File: config.mk
export PLATFORM = sky130hd
export DESIGN_NAME = rle_sprite_frame_decoder_flat
export DESIGN_NICKNAME = d
export VERILOG_FILES = /design/src/rtl/rsfd_pkg.sv /design/src/rtl/rsfd_in_if.sv /design/src/rtl/rsfd_out_if.sv /design/src/rtl/rsfd_front.sv /design/src/rtl/rsfd_queue.sv /design/src/rtl/rsfd_back.sv /design/src/rtl/rle_sprite_frame_decoder.sv /design/src/flat_wrapper.sv
export VERILOG_INCLUDE_DIRS = /design/src /design/src/rtl
export SDC_FILE = /design/constraint.sdc
export NUM_CORES = 1
export LEC_CHECK = 0
export ABC_AREA = 1
export BUFFER_PORTS_ARGS = -buffer_cell sky130_fd_sc_hd__clkbuf_2
export CORE_MARGIN = 8
export CORE_UTILIZATION = 56
export DETAILED_ROUTE_END_ITERATION = 7
export PLACE_DENSITY = 0.82
export SETUP_SLACK_MARGIN = 0.1
export SLEW_MARGIN = 10
export SYNTH_ARGS = -nofsm -noshare
export SYNTH_HDL_FRONTEND = slang
export SYNTH_SLANG_ARGS = --single-unit
File: constraint.sdc
create_clock -name clk -period 5.61 [get_ports clk]
set_clock_uncertainty 0.2 [all_clocks]
set_input_delay 0.2805 -clock clk [delete_from_list [all_inputs] [get_ports clk]]
set_output_delay 0.2805 -clock clk [all_outputs]
set_load 0.03 [all_outputs]
File: src/rtl/assert_macros.svh
// ----------------------------------------------------------------------------
// assertion macros
// concurrent checks, compiled out for synthesis
// ----------------------------------------------------------------------------
`ifndef ASSERT_MACROS_SVH
`define ASSERT_MACROS_SVH

`ifndef SYNTHESIS
// property must hold at every clock edge out of reset
`define ASSERT_PROP(label, clk, rst_n, prop, msg) \
    label: assert property (@(posedge clk) disable iff (!rst_n) (prop)) else $error(msg);
// condition must never be seen at a clock edge out of reset
`define ASSERT_NEVER(label, clk, rst_n, cond, msg) \
    label: assert property (@(posedge clk) disable iff (!rst_n) !(cond)) else $error(msg);
`else
`define ASSERT_PROP(label, clk, rst_n, prop, msg)
`define ASSERT_NEVER(label, clk, rst_n, cond, msg)
`endif

`endif

File: src/rtl/rsfd_pkg.sv
// ----------------------------------------------------------------------------
// rsfd_pkg
// shared widths, constants and types of the run-length frame decoder
// ----------------------------------------------------------------------------
package rsfd_pkg;

    localparam int PIXEL_W = 8;
    localparam int LEN_W   = 17;
    localparam int COUNT_W = 7;

    // bit 7 of a command byte selects a repeat run
    localparam int REPEAT_FLAG_BIT = 7;

    localparam int unsigned MAX_FRAME_PIXELS_DEF = 65536;

    localparam int QUEUE_DEPTH = 4;

    // work for the back end, one entry per byte that causes results
    typedef struct packed {
        logic               run_vld;
        logic [PIXEL_W-1:0] run_value;
        logic [LEN_W-1:0]   run_len;
        logic               close_vld;
        logic [LEN_W-1:0]   close_len;
    } entry_t;

    typedef struct packed {
        logic full;
        logic not_empty;
    } q_stat_t;

endpackage

File: src/rtl/rsfd_in_if.sv
// ----------------------------------------------------------------------------
// rsfd_in_if
// compressed byte channel with valid/ready handshake
// ----------------------------------------------------------------------------
interface rsfd_in_if;
    logic                        valid;
    logic                        ready;
    logic [rsfd_pkg::PIXEL_W-1:0] data_byte;
    logic                        stream_end;

    modport source (output valid, output data_byte, output stream_end, input ready);
    modport sink   (input valid, input data_byte, input stream_end, output ready);
endinterface

File: src/rtl/rsfd_out_if.sv
// ----------------------------------------------------------------------------
// rsfd_out_if
// decoded run channel with valid/ready handshake
// ----------------------------------------------------------------------------
interface rsfd_out_if;
    logic                         valid;
    logic                         ready;
    logic [rsfd_pkg::PIXEL_W-1:0] pix_index;
    logic [rsfd_pkg::LEN_W-1:0]   run_length;
    logic                         is_padding;
    logic                         frame_end;
    logic                         item_last;

    modport source (output valid, output pix_index, output run_length, output is_padding,
                    output frame_end, output item_last, input ready);
    modport sink   (input valid, input pix_index, input run_length, input is_padding,
                    input frame_end, input item_last, output ready);
endinterface

File: src/rtl/rsfd_front.sv
// ----------------------------------------------------------------------------
// rsfd_front
// command parser: tracks the decode phase and pixels owed, emits queue entries
// ----------------------------------------------------------------------------
`include "assert_macros.svh"

module rsfd_front #(
    parameter int unsigned MAX_FRAME_PIXELS = rsfd_pkg::MAX_FRAME_PIXELS_DEF
) (
    input  logic                       clk,
    input  logic                       rst_n,
    input  logic                       cfg_wr_en,
    input  logic [rsfd_pkg::LEN_W-1:0] cfg_wr_data,
    rsfd_in_if.sink                    stream,
    input  rsfd_pkg::q_stat_t          q_stat,
    output logic                       push,
    output rsfd_pkg::entry_t           push_entry
);

    localparam logic [1:0] PH_CMD     = 2'd0;
    localparam logic [1:0] PH_VALUE   = 2'd1;
    localparam logic [1:0] PH_LITERAL = 2'd2;
    localparam logic [1:0] PH_DONE    = 2'd3;

    localparam int unsigned LenMax = (1 << rsfd_pkg::LEN_W) - 1;
    localparam int unsigned ClipVal = (MAX_FRAME_PIXELS > LenMax) ? LenMax : MAX_FRAME_PIXELS;

    logic [rsfd_pkg::LEN_W-1:0]   frame_pixels_reg;
    logic [1:0]                   phase_reg, phase_next;
    logic [rsfd_pkg::COUNT_W-1:0] literal_left_reg, literal_left_next;
    logic [rsfd_pkg::COUNT_W-1:0] repeat_count_reg, repeat_count_next;
    logic [rsfd_pkg::LEN_W-1:0]   pixels_owed_reg, pixels_owed_next;
    logic                         frame_open_reg, frame_open_next;

    logic                         accept;
    logic [rsfd_pkg::LEN_W-1:0]   fp_sat;
    logic [rsfd_pkg::LEN_W-1:0]   run_len;
    logic                         run_vld;

    assign stream.ready = !q_stat.full;
    assign accept       = stream.valid && stream.ready;

    // frame size is sampled when the frame opens, saturated to the supported maximum
    always_comb
    begin
        if (32'(frame_pixels_reg) > 32'(MAX_FRAME_PIXELS))
            fp_sat = rsfd_pkg::LEN_W'(ClipVal);
        else
            fp_sat = frame_pixels_reg;
    end

    always_comb
    begin
        phase_next        = phase_reg;
        literal_left_next = literal_left_reg;
        repeat_count_next = repeat_count_reg;
        pixels_owed_next  = pixels_owed_reg;
        frame_open_next   = 1'b1;
        run_vld           = 1'b0;
        run_len           = '0;

        if (!frame_open_reg)
        begin
            pixels_owed_next  = fp_sat;
            literal_left_next = '0;
            repeat_count_next = '0;
            phase_next        = (fp_sat == '0) ? PH_DONE : PH_CMD;
        end

        case (phase_next)
            PH_CMD:
            begin
                // a command carried on the last byte is dropped
                if (!stream.stream_end)
                begin
                    if (stream.data_byte[rsfd_pkg::REPEAT_FLAG_BIT])
                    begin
                        repeat_count_next = stream.data_byte[rsfd_pkg::COUNT_W-1:0];
                        phase_next        = PH_VALUE;
                    end
                    else
                    begin
                        literal_left_next = stream.data_byte[rsfd_pkg::COUNT_W-1:0];
                        phase_next = (stream.data_byte[rsfd_pkg::COUNT_W-1:0] != '0) ?
                                     PH_LITERAL : PH_CMD;
                    end
                end
            end
            PH_VALUE:
            begin
                // repeat count of zero is the end marker
                if (repeat_count_next == '0)
                    phase_next = PH_DONE;
                else
                begin
                    run_vld = 1'b1;
                    if (rsfd_pkg::LEN_W'(repeat_count_next) > pixels_owed_next)
                        run_len = pixels_owed_next;
                    else
                        run_len = rsfd_pkg::LEN_W'(repeat_count_next);
                    pixels_owed_next  = pixels_owed_next - run_len;
                    repeat_count_next = '0;
                    phase_next = (pixels_owed_next == '0) ? PH_DONE : PH_CMD;
                end
            end
            PH_LITERAL:
            begin
                run_vld           = 1'b1;
                run_len           = rsfd_pkg::LEN_W'(1);
                pixels_owed_next  = pixels_owed_next - rsfd_pkg::LEN_W'(1);
                literal_left_next = literal_left_next - rsfd_pkg::COUNT_W'(1);
                if (pixels_owed_next == '0)
                    phase_next = PH_DONE;
                else
                    phase_next = (literal_left_next != '0) ? PH_LITERAL : PH_CMD;
            end
            default:
            begin
            end
        endcase

        push_entry.run_vld   = run_vld;
        push_entry.run_value = stream.data_byte;
        push_entry.run_len   = run_len;
        push_entry.close_vld = stream.stream_end;
        push_entry.close_len = pixels_owed_next;

        if (stream.stream_end)
        begin
            pixels_owed_next  = '0;
            frame_open_next   = 1'b0;
            literal_left_next = '0;
            repeat_count_next = '0;
            phase_next        = PH_CMD;
        end
    end

    assign push = accept && (run_vld || stream.stream_end);

    always_ff @(posedge clk or negedge rst_n)
    begin
        if (!rst_n)
        begin
            frame_pixels_reg <= '0;
            phase_reg        <= PH_CMD;
            literal_left_reg <= '0;
            repeat_count_reg <= '0;
            pixels_owed_reg  <= '0;
            frame_open_reg   <= 1'b0;
        end
        else
        begin
            if (cfg_wr_en)
                frame_pixels_reg <= cfg_wr_data;
            if (accept)
            begin
                phase_reg        <= phase_next;
                literal_left_reg <= literal_left_next;
                repeat_count_reg <= repeat_count_next;
                pixels_owed_reg  <= pixels_owed_next;
                frame_open_reg   <= frame_open_next;
            end
        end
    end

    `ASSERT_PROP(a_close_ends_frame, clk, rst_n,
        (accept && stream.stream_end) |=> !frame_open_reg, "frame still open after last byte")
    `ASSERT_NEVER(a_run_nonempty, clk, rst_n,
        push && push_entry.run_vld && push_entry.run_len == '0, "empty data run pushed")
    `ASSERT_NEVER(a_owed_bounded, clk, rst_n,
        frame_open_reg && 32'(pixels_owed_reg) > 32'(MAX_FRAME_PIXELS),
        "pixels owed above frame maximum")

endmodule

File: src/rtl/rsfd_queue.sv
// ----------------------------------------------------------------------------
// rsfd_queue
// short fifo of decoded work between the parser and the run emitter
// ----------------------------------------------------------------------------
`include "assert_macros.svh"

module rsfd_queue (
    input  logic              clk,
    input  logic              rst_n,
    input  logic              push,
    input  rsfd_pkg::entry_t  push_entry,
    input  logic              pop,
    output rsfd_pkg::entry_t  head,
    output rsfd_pkg::q_stat_t q_stat
);

    localparam int Depth = rsfd_pkg::QUEUE_DEPTH;
    localparam int PtrW  = (Depth > 1) ? $clog2(Depth) : 1;
    localparam int CntW  = $clog2(Depth + 1);

    rsfd_pkg::entry_t  slot_reg [Depth];
    logic [PtrW-1:0]   wr_ptr_reg, wr_ptr_next;
    logic [PtrW-1:0]   rd_ptr_reg, rd_ptr_next;
    logic [CntW-1:0]   count_reg, count_next;
    logic              do_push, do_pop;

    assign q_stat.full      = (count_reg == CntW'(Depth));
    assign q_stat.not_empty = (count_reg != '0);
    assign head             = slot_reg[rd_ptr_reg];

    assign do_push = push && !q_stat.full;
    assign do_pop  = pop && q_stat.not_empty;

    always_comb
    begin
        wr_ptr_next = wr_ptr_reg;
        rd_ptr_next = rd_ptr_reg;
        count_next  = count_reg;
        if (do_push)
            wr_ptr_next = (wr_ptr_reg == PtrW'(Depth - 1)) ? '0 : wr_ptr_reg + PtrW'(1);
        if (do_pop)
            rd_ptr_next = (rd_ptr_reg == PtrW'(Depth - 1)) ? '0 : rd_ptr_reg + PtrW'(1);
        if (do_push && !do_pop)
            count_next = count_reg + CntW'(1);
        else if (do_pop && !do_push)
            count_next = count_reg - CntW'(1);
    end

    always_ff @(posedge clk or negedge rst_n)
    begin
        if (!rst_n)
        begin
            wr_ptr_reg <= '0;
            rd_ptr_reg <= '0;
            count_reg  <= '0;
        end
        else
        begin
            wr_ptr_reg <= wr_ptr_next;
            rd_ptr_reg <= rd_ptr_next;
            count_reg  <= count_next;
        end
    end

    always_ff @(posedge clk)
    begin
        if (do_push)
            slot_reg[wr_ptr_reg] <= push_entry;
    end

    `ASSERT_NEVER(a_no_push_full, clk, rst_n, push && q_stat.full, "push into full queue")
    `ASSERT_NEVER(a_no_pop_empty, clk, rst_n, pop && !q_stat.not_empty, "pop from empty queue")
    `ASSERT_NEVER(a_count_bounded, clk, rst_n, count_reg > CntW'(Depth), "queue count above depth")

endmodule

File: src/rtl/rsfd_back.sv
// ----------------------------------------------------------------------------
// rsfd_back
// run emitter: turns queue entries into data and closing runs on the output
// ----------------------------------------------------------------------------
`include "assert_macros.svh"

module rsfd_back (
    input  logic              clk,
    input  logic              rst_n,
    input  rsfd_pkg::q_stat_t q_stat,
    input  rsfd_pkg::entry_t  head,
    output logic              pop,
    rsfd_out_if.source        runs
);

    logic                         out_vld_reg, out_vld_next;
    logic                         sub_reg, sub_next;
    logic [rsfd_pkg::PIXEL_W-1:0] pixel_reg;
    logic [rsfd_pkg::LEN_W-1:0]   len_reg;
    logic                         pad_reg;
    logic                         fend_reg;
    logic                         last_reg;

    logic                         load;
    logic                         take;
    logic                         emit_run;

    // output register frees when empty or being taken
    assign load     = !out_vld_reg || runs.ready;
    assign take     = load && q_stat.not_empty;
    // sub_reg marks that the data run of the head entry has already gone out
    assign emit_run = head.run_vld && !sub_reg;
    assign pop      = take && !(emit_run && head.close_vld);

    always_comb
    begin
        sub_next     = sub_reg;
        out_vld_next = out_vld_reg;
        if (take)
        begin
            sub_next     = emit_run && head.close_vld;
            out_vld_next = 1'b1;
        end
        else if (load)
            out_vld_next = 1'b0;
    end

    always_ff @(posedge clk or negedge rst_n)
    begin
        if (!rst_n)
        begin
            out_vld_reg <= 1'b0;
            sub_reg     <= 1'b0;
        end
        else
        begin
            out_vld_reg <= out_vld_next;
            sub_reg     <= sub_next;
        end
    end

    always_ff @(posedge clk)
    begin
        if (take)
        begin
            if (emit_run)
            begin
                pixel_reg <= head.run_value;
                len_reg   <= head.run_len;
                pad_reg   <= 1'b0;
                fend_reg  <= 1'b0;
                last_reg  <= !head.close_vld;
            end
            else
            begin
                pixel_reg <= '0;
                len_reg   <= head.close_len;
                pad_reg   <= (head.close_len != '0);
                fend_reg  <= 1'b1;
                last_reg  <= 1'b1;
            end
        end
    end

    assign runs.valid      = out_vld_reg;
    assign runs.pix_index  = pixel_reg;
    assign runs.run_length = len_reg;
    assign runs.is_padding = pad_reg;
    assign runs.frame_end  = fend_reg;
    assign runs.item_last  = last_reg;

    `ASSERT_PROP(a_split_needs_close, clk, rst_n,
        sub_reg |-> (q_stat.not_empty && head.close_vld && head.run_vld),
        "split entry without closing run")
    `ASSERT_PROP(a_frame_end_is_last, clk, rst_n,
        (out_vld_reg && fend_reg) |-> last_reg, "closing run not marked last")
    `ASSERT_PROP(a_out_held, clk, rst_n,
        (out_vld_reg && !runs.ready) |=> out_vld_reg, "output item dropped while stalled")

endmodule

File: src/rtl/rle_sprite_frame_decoder.sv
// ----------------------------------------------------------------------------
// rle_sprite_frame_decoder
// run-length frame decoder producing runs of 8-bit pixel indices
// ----------------------------------------------------------------------------
// usage
//   stream carries compressed bytes (data_byte, stream_end marks the last byte
//   of a frame); runs carries results (pix_index, run_length, is_padding,
//   frame_end, item_last). both use valid/ready, an item moves when both high.
//   cfg_wr_en/cfg_wr_data write the frame size, taken when the next frame opens.
// timing
//   a byte's runs go through the work queue and then the output register to
//   runs. one byte is accepted every cycle while the four-entry work queue
//   has room; the run emitter sends one result per cycle unless runs stalls,
//   and a byte giving a data run plus the closing run holds its queue entry for both.
// reset
//   frame closed, frame size zero, queue and output register empty.
// stall
//   when runs.ready is low the output register holds its item; the queue then
//   fills and stream.ready drops until the emitter drains an entry.
// ----------------------------------------------------------------------------
module rle_sprite_frame_decoder #(
    parameter int unsigned MAX_FRAME_PIXELS = rsfd_pkg::MAX_FRAME_PIXELS_DEF
) (
    input  logic                       clk,
    input  logic                       rst_n,
    input  logic                       cfg_wr_en,
    input  logic [rsfd_pkg::LEN_W-1:0] cfg_wr_data,
    rsfd_in_if.sink                    stream,
    rsfd_out_if.source                 runs
);

    rsfd_pkg::q_stat_t q_stat;
    rsfd_pkg::entry_t  push_entry;
    rsfd_pkg::entry_t  head;
    logic              push;
    logic              pop;

    rsfd_front #(
        .MAX_FRAME_PIXELS (MAX_FRAME_PIXELS)
    ) u_front (
        .clk         (clk),
        .rst_n       (rst_n),
        .cfg_wr_en   (cfg_wr_en),
        .cfg_wr_data (cfg_wr_data),
        .stream      (stream),
        .q_stat      (q_stat),
        .push        (push),
        .push_entry  (push_entry)
    );

    rsfd_queue u_queue (
        .clk        (clk),
        .rst_n      (rst_n),
        .push       (push),
        .push_entry (push_entry),
        .pop        (pop),
        .head       (head),
        .q_stat     (q_stat)
    );

    rsfd_back u_back (
        .clk    (clk),
        .rst_n  (rst_n),
        .q_stat (q_stat),
        .head   (head),
        .pop    (pop),
        .runs   (runs)
    );

endmodule

File: src/flat_wrapper.sv
// flat-port wrapper written by rule: the top's interface ports become plain ports
module rle_sprite_frame_decoder_flat 
#(
    parameter int unsigned MAX_FRAME_PIXELS = rsfd_pkg::MAX_FRAME_PIXELS_DEF
)
  (clk, rst_n, cfg_wr_en, cfg_wr_data, stream_valid, stream_data_byte, stream_stream_end, stream_ready, runs_valid, runs_pix_index, runs_run_length, runs_is_padding, runs_frame_end, runs_item_last, runs_ready);
  rsfd_in_if stream_i ();
  rsfd_out_if runs_i ();
  input  logic clk;
  input  logic rst_n;
  input  logic cfg_wr_en;
  input  logic [rsfd_pkg::LEN_W-1:0] cfg_wr_data;
  input wire logic [$bits(stream_i.valid)-1:0] stream_valid;
  input wire logic [$bits(stream_i.data_byte)-1:0] stream_data_byte;
  input wire logic [$bits(stream_i.stream_end)-1:0] stream_stream_end;
  output wire logic [$bits(stream_i.ready)-1:0] stream_ready;
  output wire logic [$bits(runs_i.valid)-1:0] runs_valid;
  output wire logic [$bits(runs_i.pix_index)-1:0] runs_pix_index;
  output wire logic [$bits(runs_i.run_length)-1:0] runs_run_length;
  output wire logic [$bits(runs_i.is_padding)-1:0] runs_is_padding;
  output wire logic [$bits(runs_i.frame_end)-1:0] runs_frame_end;
  output wire logic [$bits(runs_i.item_last)-1:0] runs_item_last;
  input wire logic [$bits(runs_i.ready)-1:0] runs_ready;
  assign stream_i.valid = stream_valid;
  assign stream_i.data_byte = stream_data_byte;
  assign stream_i.stream_end = stream_stream_end;
  assign stream_ready = stream_i.ready;
  assign runs_valid = runs_i.valid;
  assign runs_pix_index = runs_i.pix_index;
  assign runs_run_length = runs_i.run_length;
  assign runs_is_padding = runs_i.is_padding;
  assign runs_frame_end = runs_i.frame_end;
  assign runs_item_last = runs_i.item_last;
  assign runs_i.ready = runs_ready;
  rle_sprite_frame_decoder #(.MAX_FRAME_PIXELS(MAX_FRAME_PIXELS)) u_core (.clk(clk), .rst_n(rst_n), .cfg_wr_en(cfg_wr_en), .cfg_wr_data(cfg_wr_data), .stream(stream_i), .runs(runs_i));
endmodule
==> results.py, run 1 <==
metrics = {
    "outcome": {
        "outcome": "finished, violations left",
        "violations": "design-rule violations",
    },
    "global_routing": {
        "grt_first_pass_wirelength_um": 50710,
        "track_usage": 0.2229,
        "grt_pass1_vias": 9701,
        "antenna_found_initial": 0,
        "gr-total-overflow": 0,
        "grt_max_degree": 74,
    },
    "place": {
        "place.gp.congestion": 0.9665,
        "port_buffers": 60,
        "hpwl_um": 20760,
    },
    "critical_path": {
        "cp-end-kind": "flip-flop",
        "arrival_ns": 5.28,
        "start_kind": "flip-flop",
        "critical_path_required_ns": 5.68,
        "crit_path_max_fanout": 23,
        "reg2reg_setup_slack_ns": 0.40,
        "path_class": "flip-flop to flip-flop",
    },
    "sta": {
        "finalSetupViolCount": 0,
        "period_share": 0.9287,
        "min_period_ns": 5.210,
        "slew-limit-headroom": 0.3322,
        "fmax_ghz": 0.1919,
        "slew_viol_final": 0,
        "tns_ns": 0,
        "worst_slew_pin_slew_ns": 1.002,
        "rsz0062_at_grt": "true",
        "hold_viol_final": 0,
    },
    "power": {
        "power.total_mw": 7.860,
        "combPwrFrac": 0.424,
        "p_sw_mw": 3.268,
        "sw_frac_of_total": 0.4158,
        "power.share.clock": 0.214,
        "peakVddDrop_uv": 277.3,
        "p_int_mw": 4.592,
        "pwr_density_cell_nw_per_um2": 530.2,
        "p_leak_nw": 6.072,
        "p_seq_frac": 0.362,
    },
    "detailed_routing": {
        "drc": 3,
        "wl_per_cell_um": 18.59,
        "drt_iter0_drc": 1063,
        "detail-route-antenna-nets": 0,
        "routed-via-count": 9901,
        "vias_per_cell": 5.807,
        "firstDrtPassIters": 8,
        "routed_wl_um": 31690,
    },
    "clocking": {
        "cts_buffer_depth": 3,
        "htreeDepth": 1,
        "numCtsBuffers": 27,
        "clock-sinks": 264,
        "root_buffer": "clkbuf_16",
        "clkSlewWorstSetupHoldPaths_ns": 0.06,
        "insertion_delay_ns": 0.55,
        "cts_tree": "built",
    },
    "floorplan": {
        "die_w_um": 167.5,
        "num_rows": 55,
        "dieArea_um2": 28070,
        "core-area_um2": 22570,
        "initial_core_util": 0.5697,
        "num_io_pins": 61,
        "die_h_um": 167.5,
    },
    "synthesis": {
        "synth.yosys.seq_area_share": 0.5931,
        "ys_warn_count": 0,
        "avgSynthCellArea_um2": 10.12,
        "ys_ff_latch": 264,
        "synth_cell_types": 54,
        "netlist_instances": 1271,
        "synth_area_um2": 12860,
    },
    "finish": {
        "largest_reg_flops": 176,
        "antenna_cells": 0,
        "area_growth_pct": 15.28,
        "drive_above_1_share": 0.1500,
        "fin_nets": 1459,
        "nFillCells": 1706,
    },
    "worst_hold_path": {
        "hold_path_class": "input pin to flip-flop",
    },
    "run": {
        "drv_cap": 0,
    },
}
## stage by stage
step | cells | setup slack [ns] | cell area (um2) | hold WS [ns] | util
2_1_floorplan | 1310 | 0.2385 | 13010 | -0.2151 | -
3_3_place_gp | 1624 | 0.3989 | 13630 | 0.2639 | 0.6040
3_5_place_dp | 1624 | 0.2764 | 13630 | 0.2708 | 0.6040
4_1_cts | 1701 | 0.2471 | 14740 | 0.04394 | 0.6530
5_1_grt | 1705 | 0.1084 | 14820 | 0.09017 | 0.6568
6_report | 1705 | 0.4003 | 14820 | 0.07139 | 0.6568
## power by group through the flow
stage          Clock (mW)  Sequential [mW]  Combinational [mW]
2_1_floorplan           0             3.03                2.13
3_3_place_gp            0             2.86                3.14
3_5_place_dp            0             2.88                3.18
4_1_cts              1.70             2.84                3.23
5_1_grt              1.79             2.88                3.66
6_report             1.68             2.85                3.33
## synthesized netlist by cell type (all sizes together)
cell type	instances	share of area
nor3b	1	0.00058
xor2	18	0.012
nor3	3	0.0012
a22oi	6	0.0035
ha	26	0.025
nand4	12	0.0058
a32o	21	0.016
fa	2	0.0031
o21ai	130	0.054
o2111ai	2	0.0014
o211ai	5	0.0029
conb	1	0.00029
nor2	147	0.048
buf	14	0.0078
inv	92	0.027
dfrtp	60	0.12
a41oi	2	0.0014
nand3	46	0.023
a221o	3	0.0023
a22o	6	0.0041
o41ai	2	0.0014
a21boi	2	0.0012
a31oi	1	0.00049
o221ai	10	0.0068
o31ai	3	0.0018
o22ai	20	0.0097
clkbuf	37	0.011
a32oi	1	0.00068
xnor2	3	0.0020
a21oi	49	0.019
o21a	2	0.0012
mux2	7	0.0061
edfxtp	204	0.48
clkinv	4	0.0012
nand3b	1	0.00058
or2	2	0.00097
nor4	4	0.0024
a221oi	1	0.00068
nand2	321	0.10
## worst paths after layout
kind	depth (start not counted)	endpoint	start
max	23	u_core.u_queue.slot_reg[3][16]	u_core.u_front.frame_pixels_reg[2]
min	5	u_core.u_front.literal_left_reg[5]	stream_valid
max reg2reg	23	u_core.u_queue.slot_reg[3][16]	u_core.u_front.frame_pixels_reg[2]
min reg2reg	2	u_core.u_front.pixels_owed_reg[7]	u_core.u_front.pixels_owed_reg[7]
max in group asynchronous	3	u_core.u_queue.rd_ptr_reg[0]	rst_n
min in group asynchronous	3	u_core.u_front.frame_pixels_reg[0]	rst_n
## layer usage
layer  GRT usage  wire, um  vias to the layer above
li1            -         -                     4650
met1      0.2884     12960                     4723
met2      0.3608     14840                      442
met3     0.04326      2642                       86
met4     0.09899      1248                        0
met5           0         0                        -
## logic make-up (layout without fill, tap and decap cells)
group / after synthesis / count (layout) / share of synthesized area
fa+ha+maj: 28 / 28 / 0.02841
flops: 264 / 264 / 0.5931
buf+inv: 147 / 256 / 0.04660
xor+xnor: 21 / 21 / 0.01430
other cells: 1 / 40 / 0.0002916
compound gates: 266 / 266 / 0.1283
mux: 7 / 7 / 0.006130
simple gates: 537 / 538 / 0.1828
## repair_timing
item	4_1_cts	5_1_grt
endpoints found under the hold margin	118	0
setup endpoints to repair	0	51
hold buffers	28	0
buffers inserted	0	3
resized for setup	0	12
## area by class of cell
cell class / count / area, um2 / area share
clock inverters: 14 / 121.4 / 0.008187
well taps: 285 / 356.6 / 0.02405
flip-flops and latches: 264 / 7629 / 0.5146
clock buffers: 35 / 705.7 / 0.04760
inverters: 96 / 360.3 / 0.02431
repair buffers: 111 / 765.7 / 0.05165
multi-input cells: 900 / 4886 / 0.3296
## cell usage in the layout (no fill, tap or decap), types with 26 or more instances in the layout
cell type	instances
dfrtp_1	59
clkbuf_16	27
a21oi_1	48
o21ai_0	113
nand2_1	298
nor2_1	121
clkbuf_2	60
inv_1	86
nand3_1	34
dlygate4sd3_1	28
conb_1	40
ha_1	26
edfxtp_1	204
## worst max-delay path, stage by stage, from the launching register on
cell      delay, ns
dfrtp_1        0.43
nor2_1         0.12
nand2_1        0.06
nor2_1         0.14
nand2_2        0.11
nand2_8        0.16
nand3_2        0.12
nand2_4        0.14
inv_1          0.11
ha_1           0.28
nand2_1        0.07
nor4_1         0.33
nand4_1        0.27
nand3_2        0.25
o21ai_1        0.11
ha_1           0.22
fa_1           0.48
o31ai_4        0.30
nand2_1        0.10
nand3_2        0.13
inv_1          0.12
nand3_1        0.10
nand2_1        0.09
o221ai_1       0.51
Note: power is estimated with default switching activity, not from simulation.
==> inputs of run 2 (changes only) <==
Settings changed: CORE_ASPECT_RATIO from default to 0.9.
==> run 2 against run 1 <==
  * Final area is 0.64% higher
  * Count of clock-buffer cells in the layout increased by 2
  * Sequential share of layout area down 0.33 points
  * Fmax grew 1.2%
  * Largest cell class unchanged
  * The run now ends clean
  * Global-route usage rose by 0.48 points
  * Critical path type unchanged
==> results.py, run 2 (synthesized netlist as in run 1, its figures left out) <==
metrics = {
    "sta": {
        "finalSetupViolCount": 0,
        "slew_viol_final": 0,
        "hold_viol_final": 0,
        "slew-limit-headroom": 0.2214,
        "fmax_ghz": 0.1943,
        "worst_slew_pin_slew_ns": 1.168,
        "tns_ns": 0,
        "period_share": 0.9172,
        "min_period_ns": 5.146,
        "rsz0062_at_grt": "false",
    },
    "floorplan": {
        "die_h_um": 159.8,
        "core-area_um2": 22510,
        "num_io_pins": 61,
        "num_rows": 52,
        "dieArea_um2": 28080,
        "die_w_um": 175.7,
        "initial_core_util": 0.5713,
    },
    "power": {
        "pwr_density_cell_nw_per_um2": 532.0,
        "p_int_mw": 4.648,
        "power.share.clock": 0.215,
        "sw_frac_of_total": 0.4143,
        "p_sw_mw": 3.288,
        "p_leak_nw": 6.089,
        "p_seq_frac": 0.358,
        "combPwrFrac": 0.427,
        "power.total_mw": 7.936,
        "peakVddDrop_uv": 316.7,
    },
    "clocking": {
        "numCtsBuffers": 27,
        "insertion_delay_ns": 0.54,
        "clkSlewWorstSetupHoldPaths_ns": 0.06,
        "htreeDepth": 1,
        "root_buffer": "clkbuf_16",
        "cts_buffer_depth": 3,
        "cts_tree": "built",
        "clock-sinks": 264,
    },
    "critical_path": {
        "critical_path.slowest_cell": "dfrtp_1",
        "max_stage_delay_ns": 0.41,
        "cpMostUsedCell": "nand2_1",
        "cp-end-kind": "flip-flop",
        "crit_path_max_fanout": 23,
        "critical_path_required_ns": 5.89,
        "path_class": "flip-flop to flip-flop",
        "start_kind": "flip-flop",
        "arrival_ns": 5.42,
    },
    "finish": {
        "area_growth_pct": 16.01,
        "mostFrequentLayoutCells": "nand2_1, edfxtp_1, nor2_1, o21ai_0, inv_1",
        "final_common_cell": "nand2_1",
        "antenna_cells": 0,
        "drive_above_1_share": 0.1513,
        "post-route-util": 0.6627,
        "largest_reg_flops": 176,
        "fin_nets": 1461,
    },
    "run": {
        "drv_cap": 0,
    },
    "global_routing": {
        "grt_max_degree": 62,
        "track_usage": 0.2277,
        "gr-total-overflow": 0,
        "antenna_found_initial": 0,
        "grt_first_pass_wirelength_um": 51630,
        "grt_pass1_vias": 9662,
    },
    "detailed_routing": {
        "vias_per_cell": 5.799,
        "firstDrtPassIters": 6,
        "routed_wl_um": 32840,
        "wl_per_cell_um": 19.11,
        "routed-via-count": 9963,
        "drt_iter0_drc": 1066,
        "drc": 0,
        "detail-route-antenna-nets": 0,
    },
    "outcome": {
        "outcome": "finished, final reports clean",
    },
    "place": {
        "hpwl_um": 21430,
        "port_buffers": 60,
        "place.gp.congestion": 0.9823,
    },
    "worst_hold_path": {
        "hold_path_class": "input pin to flip-flop",
    },
}
run 2: layer usage:
layer,part of all wire,vias to the layer above,global-route usage
li1,-,4654,-
met1,0.43,4794,0.3173
met2,0.47,460,0.3695
met3,0.080,55,0.03017
met4,0.023,0,0.06238
met5,0,-,0
run 2: worst paths after layout:
| path | from | to | slack (ns) | depth (start not counted) |
|---|---|---|---|---|
| hold reg to reg | u_core.u_front.phase_reg[1] | u_core.u_front.phase_reg[1] | 0.28 | 2 |
| max in group asynchronous | rst_n | u_core.u_queue.rd_ptr_reg[0] | 4.38 | 3 |
| min in group asynchronous | rst_n | u_core.u_front.literal_left_reg[5] | 0.25 | 3 |
| setup reg to reg | u_core.u_front.frame_pixels_reg[4] | u_core.u_front.phase_reg[1] | 0.46 | 32 |
| setup / recovery | u_core.u_front.frame_pixels_reg[4] | u_core.u_front.phase_reg[1] | 0.46 | 32 |
| hold / removal | cfg_wr_en | u_core.u_front.frame_pixels_reg[1] | 0.08 | 3 |
run 2: worst max-delay path: cells and delay by family (launching register included):
family	cells	cell delay, ns
AOI/OAI and AO/OA	4	0.56
xor gates and xnor gates	1	0.20
adders and majority gates	2	0.65
buffers and inverters	1	0.14
DFF	1	0.41
and+or+nand+nor	24	2.88
run 2: per-stage QoR:
stage / setup slack, ns / instance area, um2 / cells / hold WS (ns)
finish: 0.4643 / 14920 / 1718 / 0.07792
CTS: 0.2956 / 14820 / 1714 / 0.05528
detailed placement: 0.3200 / 13700 / 1638 / 0.2587
floorplan: 0.2385 / 13010 / 1310 / -0.2151
global placement: 0.4004 / 13700 / 1638 / 0.2647
global route: 0.1142 / 14920 / 1718 / 0.1121
run 2: cell type report:
type                            count  area, um2
Clock buffer                       37      713.2
Clock inverter                     11      126.4
Fill cell                        1727       7592
Inverter                           96      360.3
Multi-Input combinational cell    900       4901
Sequential cell                   264       7629
Tap cell                          297      371.6
Timing Repair Buffer              113      818.3
run 2: power groups by stage:
stage | logic, mW | registers (mW) | clock network [mW]
2_1_floorplan | 2.13 | 3.03 | 0
3_3_place_gp | 3.18 | 2.85 | 0
3_5_place_dp | 3.24 | 2.87 | 0
4_1_cts | 3.28 | 2.84 | 1.74
5_1_grt | 3.70 | 2.88 | 1.81
6_report | 3.39 | 2.84 | 1.71
run 2: what timing repair did:
item | CTS | global route
buffers inserted | 0 | 3
hold buffers | 28 | 0
setup endpoints to repair | 0 | 53
resized for setup | 0 | 13
hold endpoints to repair | 117 | 0
